<file path="src/lpr_pkg.sv">
// ----------------------------------------------------------------------------
// lpr_pkg
// Shared types and constants of the line pixel rasterizer.
// ----------------------------------------------------------------------------
package lpr_pkg;

  localparam int CoordBits      = 12;
  localparam int DimBits        = 13;
  localparam int OffsetBits     = 26;
  localparam int ErrBits        = 14;
  localparam int BppBits        = 3;
  localparam int CountBits      = 3;
  localparam int FbIndexBits    = 2;
  localparam int MaxFramebuffers = 4;

  // Configuration register indexes.
  localparam logic [1:0] RegFbWidth  = 2'd0;
  localparam logic [1:0] RegFbHeight = 2'd1;
  localparam logic [1:0] RegBpp      = 2'd2;
  localparam logic [1:0] RegFbCount  = 2'd3;

  // Request kinds.
  localparam logic KindStart = 1'b0;
  localparam logic KindTick  = 1'b1;

  typedef struct packed {
    logic                   kind;
    logic [FbIndexBits-1:0] fb_index;
    logic [CoordBits-1:0]   start_x;
    logic [CoordBits-1:0]   start_y;
    logic [CoordBits-1:0]   end_x;
    logic [CoordBits-1:0]   end_y;
    logic [7:0]             red;
    logic [7:0]             green;
    logic [7:0]             blue;
  } lpr_in_t;

  typedef struct packed {
    logic [CoordBits-1:0]  pixel_x;
    logic [CoordBits-1:0]  pixel_y;
    logic [OffsetBits-1:0] byte_offset;
    logic                  in_bounds;
    logic [7:0]            color_red;
    logic [7:0]            color_green;
    logic [7:0]            color_blue;
    logic                  last;
  } lpr_out_t;

  typedef enum logic {
    ST_IDLE,
    ST_SCALE
  } lpr_state_t;

  // Commands from the controller to the datapath.
  typedef struct packed {
    logic load;   // load a new line from the input request
    logic calc;   // emit the current pixel's first stage and step the walk
    logic scale;  // finish the byte offset and fill the output register
  } lpr_cmd_t;

  // Status from the datapath to the controller.
  typedef struct packed {
    logic active;    // a line is loaded and not yet finished
    logic out_busy;  // output register holds a result that is not taken
  } lpr_status_t;

endpackage

</file>
<file path="src/lpr_ctrl.sv">
// ----------------------------------------------------------------------------
// lpr_ctrl
// Controller: accepts requests and sequences the two pixel stages.
// ----------------------------------------------------------------------------
module lpr_ctrl import lpr_pkg::*; (
  input  logic        clk,
  input  logic        rst,
  input  logic        in_valid,
  input  logic        in_kind,
  output logic        in_stall,
  input  lpr_status_t status,
  output lpr_cmd_t    cmd
);

  lpr_state_t state;
  lpr_state_t state_next;
  logic       accept;

  // Requests are taken only in the idle state, where in_stall is low.
  assign accept = in_valid && (state == ST_IDLE);

  always_ff @(posedge clk) begin
    if (rst) begin
      state <= ST_IDLE;
    end else begin
      state <= state_next;
    end
  end

  always_comb begin
    state_next = state;
    unique case (state)
      ST_IDLE: begin
        if (accept && in_kind == KindTick && status.active) begin
          state_next = ST_SCALE;
        end
      end
      ST_SCALE: begin
        if (!status.out_busy) begin
          state_next = ST_IDLE;
        end
      end
      default: state_next = ST_IDLE;
    endcase
  end

  always_comb begin
    in_stall  = 1'b0;
    cmd       = '0;
    unique case (state)
      ST_IDLE: begin
        cmd.load = accept && in_kind == KindStart;
        cmd.calc = accept && in_kind == KindTick && status.active;
      end
      ST_SCALE: begin
        in_stall  = 1'b1;
        cmd.scale = !status.out_busy;
      end
      default: in_stall = 1'b1;
    endcase
  end

endmodule

</file>
<file path="src/lpr_datapath.sv">
// ----------------------------------------------------------------------------
// lpr_datapath
// Line state, Bresenham step, offset arithmetic and the output register.
// ----------------------------------------------------------------------------
module lpr_datapath import lpr_pkg::*; (
  input  logic               clk,
  input  logic               rst,
  input  logic               cfg_we,
  input  logic [1:0]         cfg_index,
  input  logic [DimBits-1:0] cfg_data,
  input  lpr_in_t            in_data,
  input  lpr_cmd_t           cmd,
  output lpr_status_t        status,
  output logic               out_valid,
  input  logic               out_stall,
  output lpr_out_t           out_data
);

  localparam logic [CountBits-1:0] MaxFb = CountBits'(MaxFramebuffers);

  // Configuration.
  logic [DimBits-1:0]   fb_width;
  logic [DimBits-1:0]   fb_height;
  logic [BppBits-1:0]   bytes_per_pixel;
  logic [CountBits-1:0] fb_count;

  // Line state.
  logic                   active;
  logic [CoordBits-1:0]   cur_x;
  logic [CoordBits-1:0]   cur_y;
  logic [CoordBits-1:0]   target_x;
  logic [CoordBits-1:0]   target_y;
  logic [CoordBits-1:0]   delta_x;
  logic [CoordBits-1:0]   delta_y;
  logic                   step_x_negative;
  logic                   step_y_negative;
  logic signed [ErrBits-1:0] error_term;
  logic [23:0]            line_color;
  logic [FbIndexBits-1:0] line_fb;

  // First pixel stage.
  logic [CoordBits-1:0]  pix_x;
  logic [CoordBits-1:0]  pix_y;
  logic                  pix_ok;
  logic                  pix_last;
  logic [OffsetBits-1:0] pix_sum;

  logic [CoordBits-1:0]      load_dx;
  logic [CoordBits-1:0]      load_dy;
  logic signed [ErrBits:0]   e2;
  logic signed [ErrBits:0]   dx_s;
  logic signed [ErrBits:0]   dy_s;
  logic                      x_step;
  logic                      y_step;
  logic signed [ErrBits:0]   err_next;
  logic [CountBits-1:0]      count_lim;
  logic                      ok_now;
  logic                      last_now;
  logic [OffsetBits-1:0]     sum_now;
  logic [OffsetBits+BppBits-1:0] scaled;
  logic                      out_take;

  assign load_dx = (in_data.start_x > in_data.end_x) ? in_data.start_x - in_data.end_x
                                                     : in_data.end_x - in_data.start_x;
  assign load_dy = (in_data.start_y > in_data.end_y) ? in_data.start_y - in_data.end_y
                                                     : in_data.end_y - in_data.start_y;

  assign e2       = {error_term, 1'b0};
  assign dx_s     = $signed({{(ErrBits+1-CoordBits){1'b0}}, delta_x});
  assign dy_s     = $signed({{(ErrBits+1-CoordBits){1'b0}}, delta_y});
  assign x_step   = e2 > -dy_s;
  assign y_step   = e2 < dx_s;
  assign err_next = $signed({error_term[ErrBits-1], error_term})
                    - (x_step ? dy_s : '0) + (y_step ? dx_s : '0);

  assign count_lim = (fb_count > MaxFb) ? MaxFb : fb_count;
  assign ok_now    = (CountBits'(line_fb) < count_lim)
                     && (DimBits'(cur_x) < fb_width) && (DimBits'(cur_y) < fb_height);
  assign last_now  = (cur_x == target_x) && (cur_y == target_y);
  assign sum_now   = OffsetBits'(cur_y * fb_width) + OffsetBits'(cur_x);
  assign scaled    = pix_sum * bytes_per_pixel;
  assign out_take  = out_valid && !out_stall;

  assign status.active   = active;
  assign status.out_busy = out_valid && out_stall;

  always_ff @(posedge clk) begin
    if (rst) begin
      fb_width        <= DimBits'(640);
      fb_height       <= DimBits'(480);
      bytes_per_pixel <= BppBits'(4);
      fb_count        <= CountBits'(1);
    end else if (cfg_we) begin
      unique case (cfg_index)
        RegFbWidth:  fb_width        <= cfg_data;
        RegFbHeight: fb_height       <= cfg_data;
        RegBpp:      bytes_per_pixel <= cfg_data[BppBits-1:0];
        RegFbCount:  fb_count        <= cfg_data[CountBits-1:0];
        default: ;
      endcase
    end
  end

  always_ff @(posedge clk) begin
    if (rst) begin
      active <= 1'b0;
    end else if (cmd.load) begin
      active <= 1'b1;
    end else if (cmd.calc && last_now) begin
      active <= 1'b0;
    end
  end

  always_ff @(posedge clk) begin
    if (cmd.load) begin
      cur_x           <= in_data.start_x;
      cur_y           <= in_data.start_y;
      target_x        <= in_data.end_x;
      target_y        <= in_data.end_y;
      delta_x         <= load_dx;
      delta_y         <= load_dy;
      step_x_negative <= !(in_data.start_x < in_data.end_x);
      step_y_negative <= !(in_data.start_y < in_data.end_y);
      error_term      <= $signed({2'b00, load_dx}) - $signed({2'b00, load_dy});
      line_color      <= {in_data.red, in_data.green, in_data.blue};
      line_fb         <= in_data.fb_index;
    end else if (cmd.calc && !last_now) begin
      error_term <= ErrBits'(err_next);
      if (x_step) begin
        cur_x <= step_x_negative ? cur_x - 1'b1 : cur_x + 1'b1;
      end
      if (y_step) begin
        cur_y <= step_y_negative ? cur_y - 1'b1 : cur_y + 1'b1;
      end
    end
  end

  always_ff @(posedge clk) begin
    if (cmd.calc) begin
      pix_x    <= cur_x;
      pix_y    <= cur_y;
      pix_ok   <= ok_now;
      pix_last <= last_now;
      pix_sum  <= sum_now;
    end
  end

  always_ff @(posedge clk) begin
    if (rst) begin
      out_valid <= 1'b0;
    end else if (cmd.scale) begin
      out_valid <= 1'b1;
    end else if (out_take) begin
      out_valid <= 1'b0;
    end
  end

  always_ff @(posedge clk) begin
    if (cmd.scale) begin
      out_data.pixel_x     <= pix_x;
      out_data.pixel_y     <= pix_y;
      out_data.byte_offset <= pix_ok ? scaled[OffsetBits-1:0] : '0;
      out_data.in_bounds   <= pix_ok;
      out_data.color_red   <= line_color[23:16];
      out_data.color_green <= line_color[15:8];
      out_data.color_blue  <= line_color[7:0];
      out_data.last        <= pix_last;
    end
  end

endmodule

</file>
<file path="src/line_pixel_rasterizer.sv">
// ----------------------------------------------------------------------------
// line_pixel_rasterizer
// Bresenham line walker producing one framebuffer pixel per tick request.
// ----------------------------------------------------------------------------
// Usage: a start request (kind = start) loads the endpoints, color and
// framebuffer index of a line and produces no result. Each tick request then
// yields one pixel, from the first endpoint to the second, with its byte
// offset (y * width + x) * bytes_per_pixel (zero when out of bounds), an
// in-bounds flag and a last marker. Ticks with no line loaded are dropped.
// Flow: a tick's pixel goes first into the first pixel stage (the width
// multiply with its add), then into the output register (the bytes-per-pixel
// multiply) once that register is free. Start requests are taken every
// cycle while the controller is idle; a tick holds off further requests.
// Configuration writes take effect at the next edge and belong in idle
// periods. The output register decouples the two sides: while a result waits
// under out_stall the next request is still accepted, and only the second
// pixel stage holds off, with the input stalled, until the register is free.
// Reset (rst, synchronous) restores the default geometry 640 x 480 with four
// bytes per pixel and one framebuffer, and drops any line in progress.
// ----------------------------------------------------------------------------
module line_pixel_rasterizer import lpr_pkg::*; (
  input  logic               clk,
  input  logic               rst,
  input  logic               cfg_we,
  input  logic [1:0]         cfg_index,
  input  logic [DimBits-1:0] cfg_data,
  input  logic               in_valid,
  output logic               in_stall,
  input  lpr_in_t            in_data,
  output logic               out_valid,
  input  logic               out_stall,
  output lpr_out_t           out_data
);

  // Command and status between the sequencer and the arithmetic.
  lpr_cmd_t    cmd;
  lpr_status_t status;

  lpr_ctrl u_ctrl (
    .clk      (clk),
    .rst      (rst),
    .in_valid (in_valid),
    .in_kind  (in_data.kind),
    .in_stall (in_stall),
    .status   (status),
    .cmd      (cmd)
  );

  lpr_datapath u_datapath (
    .clk       (clk),
    .rst       (rst),
    .cfg_we    (cfg_we),
    .cfg_index (cfg_index),
    .cfg_data  (cfg_data),
    .in_data   (in_data),
    .cmd       (cmd),
    .status    (status),
    .out_valid (out_valid),
    .out_stall (out_stall),
    .out_data  (out_data)
  );

endmodule

</file>
<file path="config.mk">
export PLATFORM = sky130hd
export DESIGN_NAME = line_pixel_rasterizer
export DESIGN_NICKNAME = d
export VERILOG_FILES = /design/src/lpr_pkg.sv /design/src/lpr_ctrl.sv /design/src/lpr_datapath.sv /design/src/line_pixel_rasterizer.sv
export SDC_FILE = /design/constraint.sdc
export NUM_CORES = 1
export LEC_CHECK = 0
export BUFFER_PORTS_ARGS = -buffer_cell sky130_fd_sc_hd__buf_2
export CORE_MARGIN = 4
export CORE_UTILIZATION = 48
export CTS_CLUSTER_DIAMETER = 200
export DETAILED_ROUTE_END_ITERATION = 10
export MAX_ROUTING_LAYER = met4
export PLACE_DENSITY = 0.66
export RECOVER_POWER = 100
export SLEW_MARGIN = 20
export SYNTH_ARGS = -nofsm -noshare
export SYNTH_HDL_FRONTEND = slang
export SYNTH_SLANG_ARGS = --single-unit
</file>
<file path="constraint.sdc">
create_clock -name clk -period 10.8 [get_ports clk]
set_clock_uncertainty 0.15 [all_clocks]
set_input_delay 2.16 -clock clk [delete_from_list [all_inputs] [get_ports clk]]
set_output_delay 2.16 -clock clk [all_outputs]
set_load 0.005 [all_outputs]
</file>
==> summary.txt, run 1 <==
Outcome = finished with violations
Failing checks = capacitance limit, slew limit
Share of cells above drive strength 1 = 6.61%
DR pass1 iterations = 5
NumNets Final = 2912
Maximum vdd drop = 0.000291 V
Hpwl dp = 44.2 mm
First-pass GRT wire length = 89.7 mm
Area growth, synth to finish = 9.98%
CTS tree = yes
Syn Inst Count = 2266
Routed Antenna Nets = 0
Complex-gate fraction of the synthesized area = 10.9%
Final worst-path cycle share = 78.1%
Multiplexer area fraction after synthesis = 1.03%
Least-Margin Pin Slew = 3.35 ns
Static Leak = 11.3 nW
Vias per cell = 5.37
Postcts setup bufs = 0
Syn Nets = 2766
CTS Hold Bufs = 0
Port bufs = 172
Post-synthesis simple-gate area fraction = 13.3%
Drt drc = 0
Final hold vios = 0
Crit end category = flip-flop
Clock Tree Buf Depth = 3
Main synth FF type = edfxtp_1
Sinks on Clock Net = 277
Max-slew violations = 318
H-tree depth = 1
Largest family of logic cells by synthesized area = adder cells
Final WL = 56.5 mm
Synthesized flop and latch total = 277
Post-Synthesis Cell Area = 22700 um^2
Number of global-route vias before repair = 16500
Clock slew seen by the registers of the worst setup and hold paths = 0.06 ns
Crit path launch type = primary input
Vias = 16400
Worst-path fanout max = 19
GPL Wtd Cong = 0.937
Cell Pwr Density = 196 nW/um^2
CTS resizes = 0
Syn Area/Cell = 10.0 um^2
Number of distinct library cells after synthesis = 70
Commonest non-fill, non-tap cell in the layout = inv_1
Die height = 225 um
Clk root buf = clkbuf_16
Initial core utilization = 48.6%
WL/cell = 18.6 um
Number of setup violations in the final report = 0
Fmax = 0.119 GHz
Initial antenna violation count = 0
Worst min path class = reg2reg
Worst skew pair latency = 0.59 ns
Fin cells = 3043
Sequential fraction of the synthesis area = 35.1%
Required @ worst endpoint = 10.89 ns
Worst rel slew slack = -123%
Overall Power = 4.90 mW
Core Region = 46700 um^2
Diodes inserted = 0
WP data arrival = 8.53 ns
Row cnt = 79
DRT iter0 DRCs = 1206
Unrepaired setup endpoints after global routing = false
Die area = 50800 um^2
CTS buffer count = 31
Placed insts = 2986
Post-synth EDFFs = 242
Most frequent cells in the layout = inv_1 (349), nand2_1 (287), edfxtp_1 (242)
Largest net degree at the start of global routing = 67
Final min period = 8.44 ns
Synth Warn # = 0
GR Overflow Total = 0
Final setup TNS = 0 ns
Fin util = 53.5%
Num ports = 173
XOR/XNOR Fraction of Synth Area = 4.98%
Post-synth ARST share = 0%
Kind of critical path = in2reg
Number of max-cap violations = 8
Adder-cell share of the synthesized area = 27.8%
All-Layer GR Usage = 22.7%
Die width = 225 um
[cells by family after synthesis]
family / Yosys count
adder cells (fa/ha/maj): 405
multiplexers: 23
XOR/XNOR: 129
AO/OA/AOI/OAI: 381
flip-flops: 277
AND/OR/NAND/NOR: 630
buffers and inverters: 421
[worst paths after layout]
| check | cells after the start | startpoint | slack [ns] | end |
|---|---|---|---|---|
| hold / removal | 0 | u_datapath.pix_x[4]$_DFFE_PP_ | 0.27 | u_datapath.out_data[68]$_DFFE_PP_ |
| setup / recovery | 21 | in_data[60] | 2.36 | u_datapath.error_term[10]$_DFFE_PP_ |
| hold reg to reg | 0 | u_datapath.pix_x[4]$_DFFE_PP_ | 0.27 | u_datapath.out_data[68]$_DFFE_PP_ |
| setup reg to reg | 19 | u_datapath.cur_y[1]$_DFFE_PP_ | 3.70 | u_datapath.pix_sum[24]$_DFFE_PP_ |
[registers in the layout, summed over array words and instances (netlist names), 12 cells and up]
name	cells
u_datapath.out_data	76
u_datapath.pix_sum	26
u_datapath.line_color	24
u_datapath.error_term	14
u_datapath.fb_height	13
u_datapath.fb_width	13
u_datapath.cur_x	12
u_datapath.cur_y	12
u_datapath.delta_x	12
u_datapath.delta_y	12
u_datapath.pix_x	12
u_datapath.pix_y	12
u_datapath.target_x	12
u_datapath.target_y	12
[report_power, final]
part,switching [mW],internal [mW]
logic,1.32,0.999
clock network,0.453,0.645
registers,0.129,1.35
total,1.90,3.00
[stage by stage]
stage	hold slack [ns]	worst slack, ns	area, um^2
finish	0.265	2.36	25000
global route	0.269	1.83	25000
CTS	0.267	3.97	25200
detailed placement	0.255	3.35	24200
global placement	0.250	3.52	24200
floorplan	0.250	2.34	22700
[worst max-delay path, cell delays in order]
cell	delay (ns)
clkbuf_1	0.13
inv_1	0.06
ha_1	0.21
fa_1	0.39
and2b_1	0.22
o211ai_1	0.12
a31oi_1	0.26
a21boi_0	0.21
o21ai_0	1.97
mux2i_1	0.36
xor2_1	0.37
ha_1	0.33
nor2b_1	0.14
o21ai_0	0.20
a21oi_1	0.13
o21ai_0	0.25
a21oi_1	0.16
o21ai_0	0.26
nand2b_1	0.08
a2111oi_0	0.43
a211oi_1	0.09
[Yosys cell counts (17+ instances only)]
| cell | count | area share (%) |
|---|---|---|
| inv_1 | 350 | 5.8 |
| nand2_1 | 287 | 4.7 |
| edfxtp_1 | 242 | 32 |
| ha_1 | 240 | 13 |
| fa_1 | 165 | 15 |
| a21oi_1 | 133 | 2.9 |
| and2_1 | 95 | 2.6 |
| nor2_1 | 82 | 1.4 |
| xnor2_1 | 80 | 3.1 |
| o21ai_0 | 72 | 1.6 |
| clkbuf_1 | 65 | 1.1 |
| xor2_1 | 49 | 1.9 |
| a21o_1 | 48 | 1.6 |
| dfxtp_1 | 35 | 3.1 |
| nor2b_1 | 29 | 0.80 |
| nand2b_1 | 26 | 0.72 |
| mux2i_1 | 20 | 0.88 |
| nand4_1 | 19 | 0.52 |
| nand3_1 | 18 | 0.40 |
| nor3_1 | 17 | 0.37 |
[final cells by class]
class	instances	area, um^2
clock inverter	23	263
inverter	350	1320
clock buffer	34	787
sequential	277	7970
fill	4260	21700
timing repair buffer	184	820
multi-input combinational	1568	13100
tap	607	759
[routing by layer]
metal	up-vias	routed length [um]	global-route usage, %
li1	7856	-	-
met5	-	0	-
met3	72	2760	2.83
met4	0	1050	4.56
met1	8044	26000	31.0
met2	384	26700	37.0
(Power assumes the default switching activity.)
==> run 2, diff against run 1 <==
Settings changed: PLACE_DENSITY 0.66 to 0.69.
Clock period 10.8 ns to 7.2 ns, I/O delays scaled along.
==> run 2 against run 1 <==
The run still ends with capacitance limit, slew limit left. Sequential share of layout area shrank 0.067 points. Count of clock-buffer cells in the layout grew 4. Core utilization grew 0.11 points. Largest power group unchanged.
==> summary.txt, run 2 (synthesis results as in run 1) <==
Outcome = finished with violations
Failing checks = capacitance limit, slew limit
Max reg flops = 76
HP Start = u_datapath.pix_x[0]$_DFFE_PP_
Cell area after layout = 25000 um^2
Kind of critical path = reg2reg
H-tree depth = 1
Initial core utilization = 48.6%
Die height = 225 um
Num ports = 173
Reg2reg setup slack = 0.57 ns
Core Region = 46700 um^2
Placed instance area = 24200 um^2
GPL Wtd Cong = 0.945
Number of global-route vias before repair = 16600
Max-slew violations = 280
Reg2reg start = u_datapath.cur_y[3]$_DFFE_PP_
First-pass GRT wire length = 87.3 mm
Required @ worst endpoint = 7.35 ns
Largest net degree at the start of global routing = 82
Routed Antenna Nets = 0
Postcts setup bufs = 0
Unrepaired setup endpoints after global routing = false
Worst-path fanout max = 17
Area growth, synth to finish = 10.2%
Die width = 225 um
All-Layer GR Usage = 22.0%
Final min period = 6.63 ns
Die area = 50800 um^2
Clock Tree Buf Depth = 3
Drt drc = 0
DR pass1 iterations = 5
Crit end category = flip-flop
Crit path launch type = flip-flop
WP data arrival = 6.79 ns
Number of max-cap violations = 6
Port bufs = 172
CTS tree = yes
Crit. Startpoint = u_datapath.cur_y[3]$_DFFE_PP_
Final WL = 55.0 mm
Static Leak = 11.3 nW
Worst skew pair latency = 0.59 ns
Final setup TNS = 0 ns
Maximum vdd drop = 0.000243 V
Cell Pwr Density = 290 nW/um^2
Clk root buf = clkbuf_16
Share of cells above drive strength 1 = 7.04%
Worst min path class = reg2reg
Sinks on Clock Net = 277
CTS buffer count = 31
Row cnt = 79
Number of setup violations in the final report = 0
Vias per cell = 5.38
Most frequent cells in the layout = inv_1 (349), nand2_1 (287), edfxtp_1 (242)
Commonest non-fill, non-tap cell in the layout = inv_1
Fmax = 0.151 GHz
Least-Margin Pin Slew = 3.94 ns
Fillcell total = 4167
DRT iter0 DRCs = 1031
Clock slew seen by the registers of the worst setup and hold paths = 0.06 ns
CTS resizes = 0
Vias = 16400
Placed insts = 2995
NumNets Final = 2921
Final hold vios = 0
Final worst-path cycle share = 92.1%
Initial antenna violation count = 1
CTS Hold Bufs = 0
Worst rel slew slack = -162%
Biggest registers after layout = u_datapath.out_data x76, u_datapath.pix_sum x26, u_datapath.line_color x24
WL/cell = 18.0 um
Fin cells = 3052
Biggest register = u_datapath.out_data
Hpwl dp = 43.1 mm
GR Overflow Total = 0
[run 2: worst max-delay path, stage by stage (launching register included)]
cell	delay, ns
edfxtp_1	0.90
nand2_1	0.18
fa_1	0.56
inv_1	0.05
fa_1	0.40
fa_1	0.47
fa_1	0.58
fa_1	0.42
ha_1	0.37
a2111oi_0	0.51
o21ai_2	0.12
a41oi_1	0.37
o21ai_0	0.29
o31ai_4	0.31
o21ai_2	0.13
a221o_1	0.33
a21oi_2	0.15
xnor2_1	0.07
[run 2: through the flow]
stage,power [mW],worst slack (ns),hold slack (ns),utilization [%]
global route,7.85,0.224,0.273,53.6
detailed placement,5.72,0.934,0.255,51.9
finish,7.26,0.568,0.267,53.6
floorplan,4.87,1.38,0.250,-
CTS,7.33,0.892,0.268,54.1
global placement,5.61,1.15,0.250,51.9
[run 2: report_power, final]
group          internal, mW  switching (mW)
Clock                 0.918           0.654
Combinational          1.50            1.99
Sequential             2.03           0.170
Total                  4.44            2.82
[run 2: layout make-up]
cell class                 count  area [um^2]  share of cell area, %
antenna                        1         2.50                 0.0100
multi-input combinational   1568        13100                   52.3
clock buffer                  38          822                   3.29
tap                          607          759                   3.04
clock inverter                18          188                  0.750
sequential                   277         7970                   31.9
inverter                     350         1320                   5.26
timing repair buffer         193          875                   3.50
[run 2: worst paths after layout]
check        cells after the start                           endpoint
max                             17   u_datapath.pix_sum[24]$_DFFE_PP_
min                              0  u_datapath.out_data[64]$_DFFE_PP_
max reg2reg                     17   u_datapath.pix_sum[24]$_DFFE_PP_
min reg2reg                      0  u_datapath.out_data[64]$_DFFE_PP_
[run 2: layer usage]
metal	up-vias	share of wire, %	global-route usage, %
li1	7874	-	-
met1	7938	45	29.9
met2	514	46	35.0
met3	93	6.1	3.13
met4	0	2.9	6.05
met5	-	0	-
==> run 3, diff against run 2 <==
Settings changed: ABC_AREA from default to 1, PLACE_DENSITY 0.69 to 0.68.
==> run 3 against run 2 <==
The run still ends with capacitance limit, slew limit left. Sequential power grew 2%. Cell count up 26%. Maximum frequency increased by 15%. Die area rose by 7.8%. Worst setup slack gained 0.88 ns. Critical path type is now in2reg.
==> summary.txt, run 3 <==
Outcome = finished with violations
Failing checks = capacitance limit, slew limit
Worst-path fanout max = 64
GPL Wtd Cong = 0.934
Reg2reg setup slack = 1.56 ns
CTS Hold Bufs = 0
All-Layer GR Usage = 25.5%
Postcts setup bufs = 0
Max-slew violations = 305
Top cell type's share of synthesized area = 29.6%
Synth Warn # = 0
Initial core utilization = 48.7%
Post-synth ARST share = 0%
Final WL = 68.0 mm
Setup slack after layout = 1.45 ns
Fin util = 53.4%
Critical-path cell list = buf_2 > nand2_1 > inv_1 > nor2_1 > clkbuf_1
CTS resizes = 0
Crit end category = flip-flop
Vias = 20300
Final min period = 5.75 ns
R2R cell count = 18
Number of cells on the worst hold path = 0
Kind of critical path = in2reg
Die area = 54800 um^2
Sequential fraction of the synthesis area = 32.5%
XOR/XNOR Fraction of Synth Area = 2.71%
First-pass GRT wire length = 107 mm
Reg2reg start = u_datapath.cur_y[10]$_DFFE_PP_
Largest net degree at the start of global routing = 65
WP data arrival = 5.68 ns
Complex-gate fraction of the synthesized area = 8.84%
Post-Synthesis Cell Area = 24500 um^2
Area growth, synth to finish = 9.61%
Static Leak = 13.6 nW
Biggest register = u_datapath.out_data
Die width = 234 um
Post-synth EDFFs = 242
Worst skew pair latency = 0.55 ns
Vias per cell = 5.29
Row cnt = 82
Fmax = 0.174 GHz
Hpwl dp = 54.3 mm
Syn Inst Count = 2987
Syn Nets = 3487
Crit path launch type = primary input
Syn Area/Cell = 8.21 um^2
Maximum vdd drop = 0.000183 V
Pre-CTS setup slack = 1.68 ns
CTS buffer count = 35
Most frequent cells in the layout = nand2_1 (746), inv_1 (603), edfxtp_1 (242)
Num ports = 173
Cell with the most instances after synthesis = nand2_1
Initial antenna violation count = 3
Clk root buf = clkbuf_16
Final worst-path cycle share = 79.9%
Worst path slowest cell = clkbuf_1
Core Region = 50400 um^2
H-tree depth = 2
WL/cell = 17.7 um
Multiplexer area fraction after synthesis = 0.0408%
Worst r2r dst = u_datapath.pix_sum[24]$_DFFE_PP_
NumNets Final = 3638
Number of setup violations in the final report = 0
Met3 wire len = 3.52 mm
Port bufs = 172
Largest family of logic cells by synthesized area = adder cells
Synthesized flop and latch total = 277
Worst rel slew slack = -138%
Number of distinct library cells after synthesis = 47
Yosys top cell by area = edfxtp_1
Least-Margin Pin Slew = 3.57 ns
Sinks on Clock Net = 277
Adder-cell share of the synthesized area = 25.7%
Unrepaired setup endpoints after global routing = false
Required @ worst endpoint = 7.13 ns
Final hold vios = 0
Post-Route M1 WL = 28.6 mm
Routed Antenna Nets = 0
CTS tree = yes
DR pass1 iterations = 6
Drt drc = 0
Post-synthesis simple-gate area fraction = 19.6%
Uppermost layer routed = met4
Main synth FF type = edfxtp_1
Commonest non-fill, non-tap cell in the layout = nand2_1
Worst min path class = reg2reg
Min-Delay Endpoint = u_datapath.out_data[4]$_DFFE_PP_
Biggest registers after layout = u_datapath.out_data x76, u_datapath.pix_sum x26, u_datapath.line_color x24
Clock slew seen by the registers of the worst setup and hold paths = 0.06 ns
Clock Tree Buf Depth = 3
Share of cells above drive strength 1 = 6.42%
Max reg flops = 76
HP Start = u_datapath.line_color[3]$_DFFE_PP_
Number of global-route vias before repair = 20300
Post-synth top cells = nand2_1 (736), inv_1 (599), edfxtp_1 (242)
Die height = 234 um
CP Buf/Inv Count = 3
Synth area leaders = edfxtp_1 (30%), fa_1 (13%), ha_1 (12%)
GR Overflow Total = 0
Fillcell total = 4752
CP delay by family, top = buffers and inverters
Crit-path max cell delay = 2.58 ns
DRT iter0 DRCs = 1544
Cell Pwr Density = 310 nW/um^2
Number of max-cap violations = 7
Met2 routed WL = 33.7 mm
Final setup TNS = 0 ns
## run 3: cell count changes after synthesis, moves of 69 or more
cell     change
nand3_1    +101
inv_1      +249
o21ai_0     +69
nand2_1    +449
and2_1      -90
nor2_1      +85
## run 3: kinds of logic (layout without fill, tap and decap cells)
logic type | Yosys count | in the layout
AO/OA/AOI/OAI | 401 | 401
XOR/XNOR | 76 | 76
adder cells (fa/ha/maj) | 405 | 405
buffers and inverters | 679 | 853
flip-flops | 277 | 277
multiplexers | 1 | 1
other | 0 | 2
AND/OR/NAND/NOR | 1148 | 1148
## run 3: final cells by class
cell class                 instances  area (um^2)  area share (%)
clock buffer                      40          895            3.33
inverter                         614         2300            8.57
sequential                       277         7970            29.6
clock inverter                    20          184           0.684
antenna                            2         5.00          0.0186
tap                              672          841            3.13
timing repair buffer             179          800            2.97
multi-input combinational       2031        13900            51.7
## run 3: report_power, final
group / total (mW) / switching [mW] / internal (mW)
registers: 2.25 / 0.210 / 2.04
logic: 4.41 / 2.82 / 1.58
clock network: 1.68 / 0.710 / 0.974
## run 3: worst max path at each step
stage | start | end | slack [ns] | depth (start not counted)
4_1_cts | u_datapath.cur_y[6]$_DFFE_PP_ | u_datapath.pix_sum[24]$_DFFE_PP_ | 1.68 | 17
3_5_place_dp | u_datapath.cur_y[6]$_DFFE_PP_ | u_datapath.pix_sum[24]$_DFFE_PP_ | 1.68 | 17
3_3_place_gp | u_datapath.cur_y[6]$_DFFE_PP_ | u_datapath.pix_sum[22]$_DFFE_PP_ | 1.72 | 16
5_1_grt | u_datapath.delta_y[0]$_DFFE_PP_ | u_datapath.error_term[13]$_DFFE_PP_ | 1.12 | 28
2_1_floorplan | out_stall | u_datapath.out_data[0]$_DFFE_PP_ | 1.78 | 3
6_report | out_stall | u_datapath.out_data[48]$_SDFFCE_PN0P_ | 1.45 | 5
## run 3: metal layers
metal,up-vias,global-route usage [%]
met3,141,3.47
met4,0,7.76
met2,582,43.3
li1,9796,-
met1,9751,31.9
met5,-,-
## run 3: stage by stage
stage                     cells  hold WS (ns)  instance area [um^2]  power (mW)
after CTS                  3833         0.263                 27100        8.38
final                      3835         0.265                 26900        8.34
after floorplan            2987         0.250                 24500        5.46
after global placement     3773         0.251                 26000        6.60
after global routing       3835         0.267                 26900        9.09
after detailed placement   3773         0.255                 26000        6.66
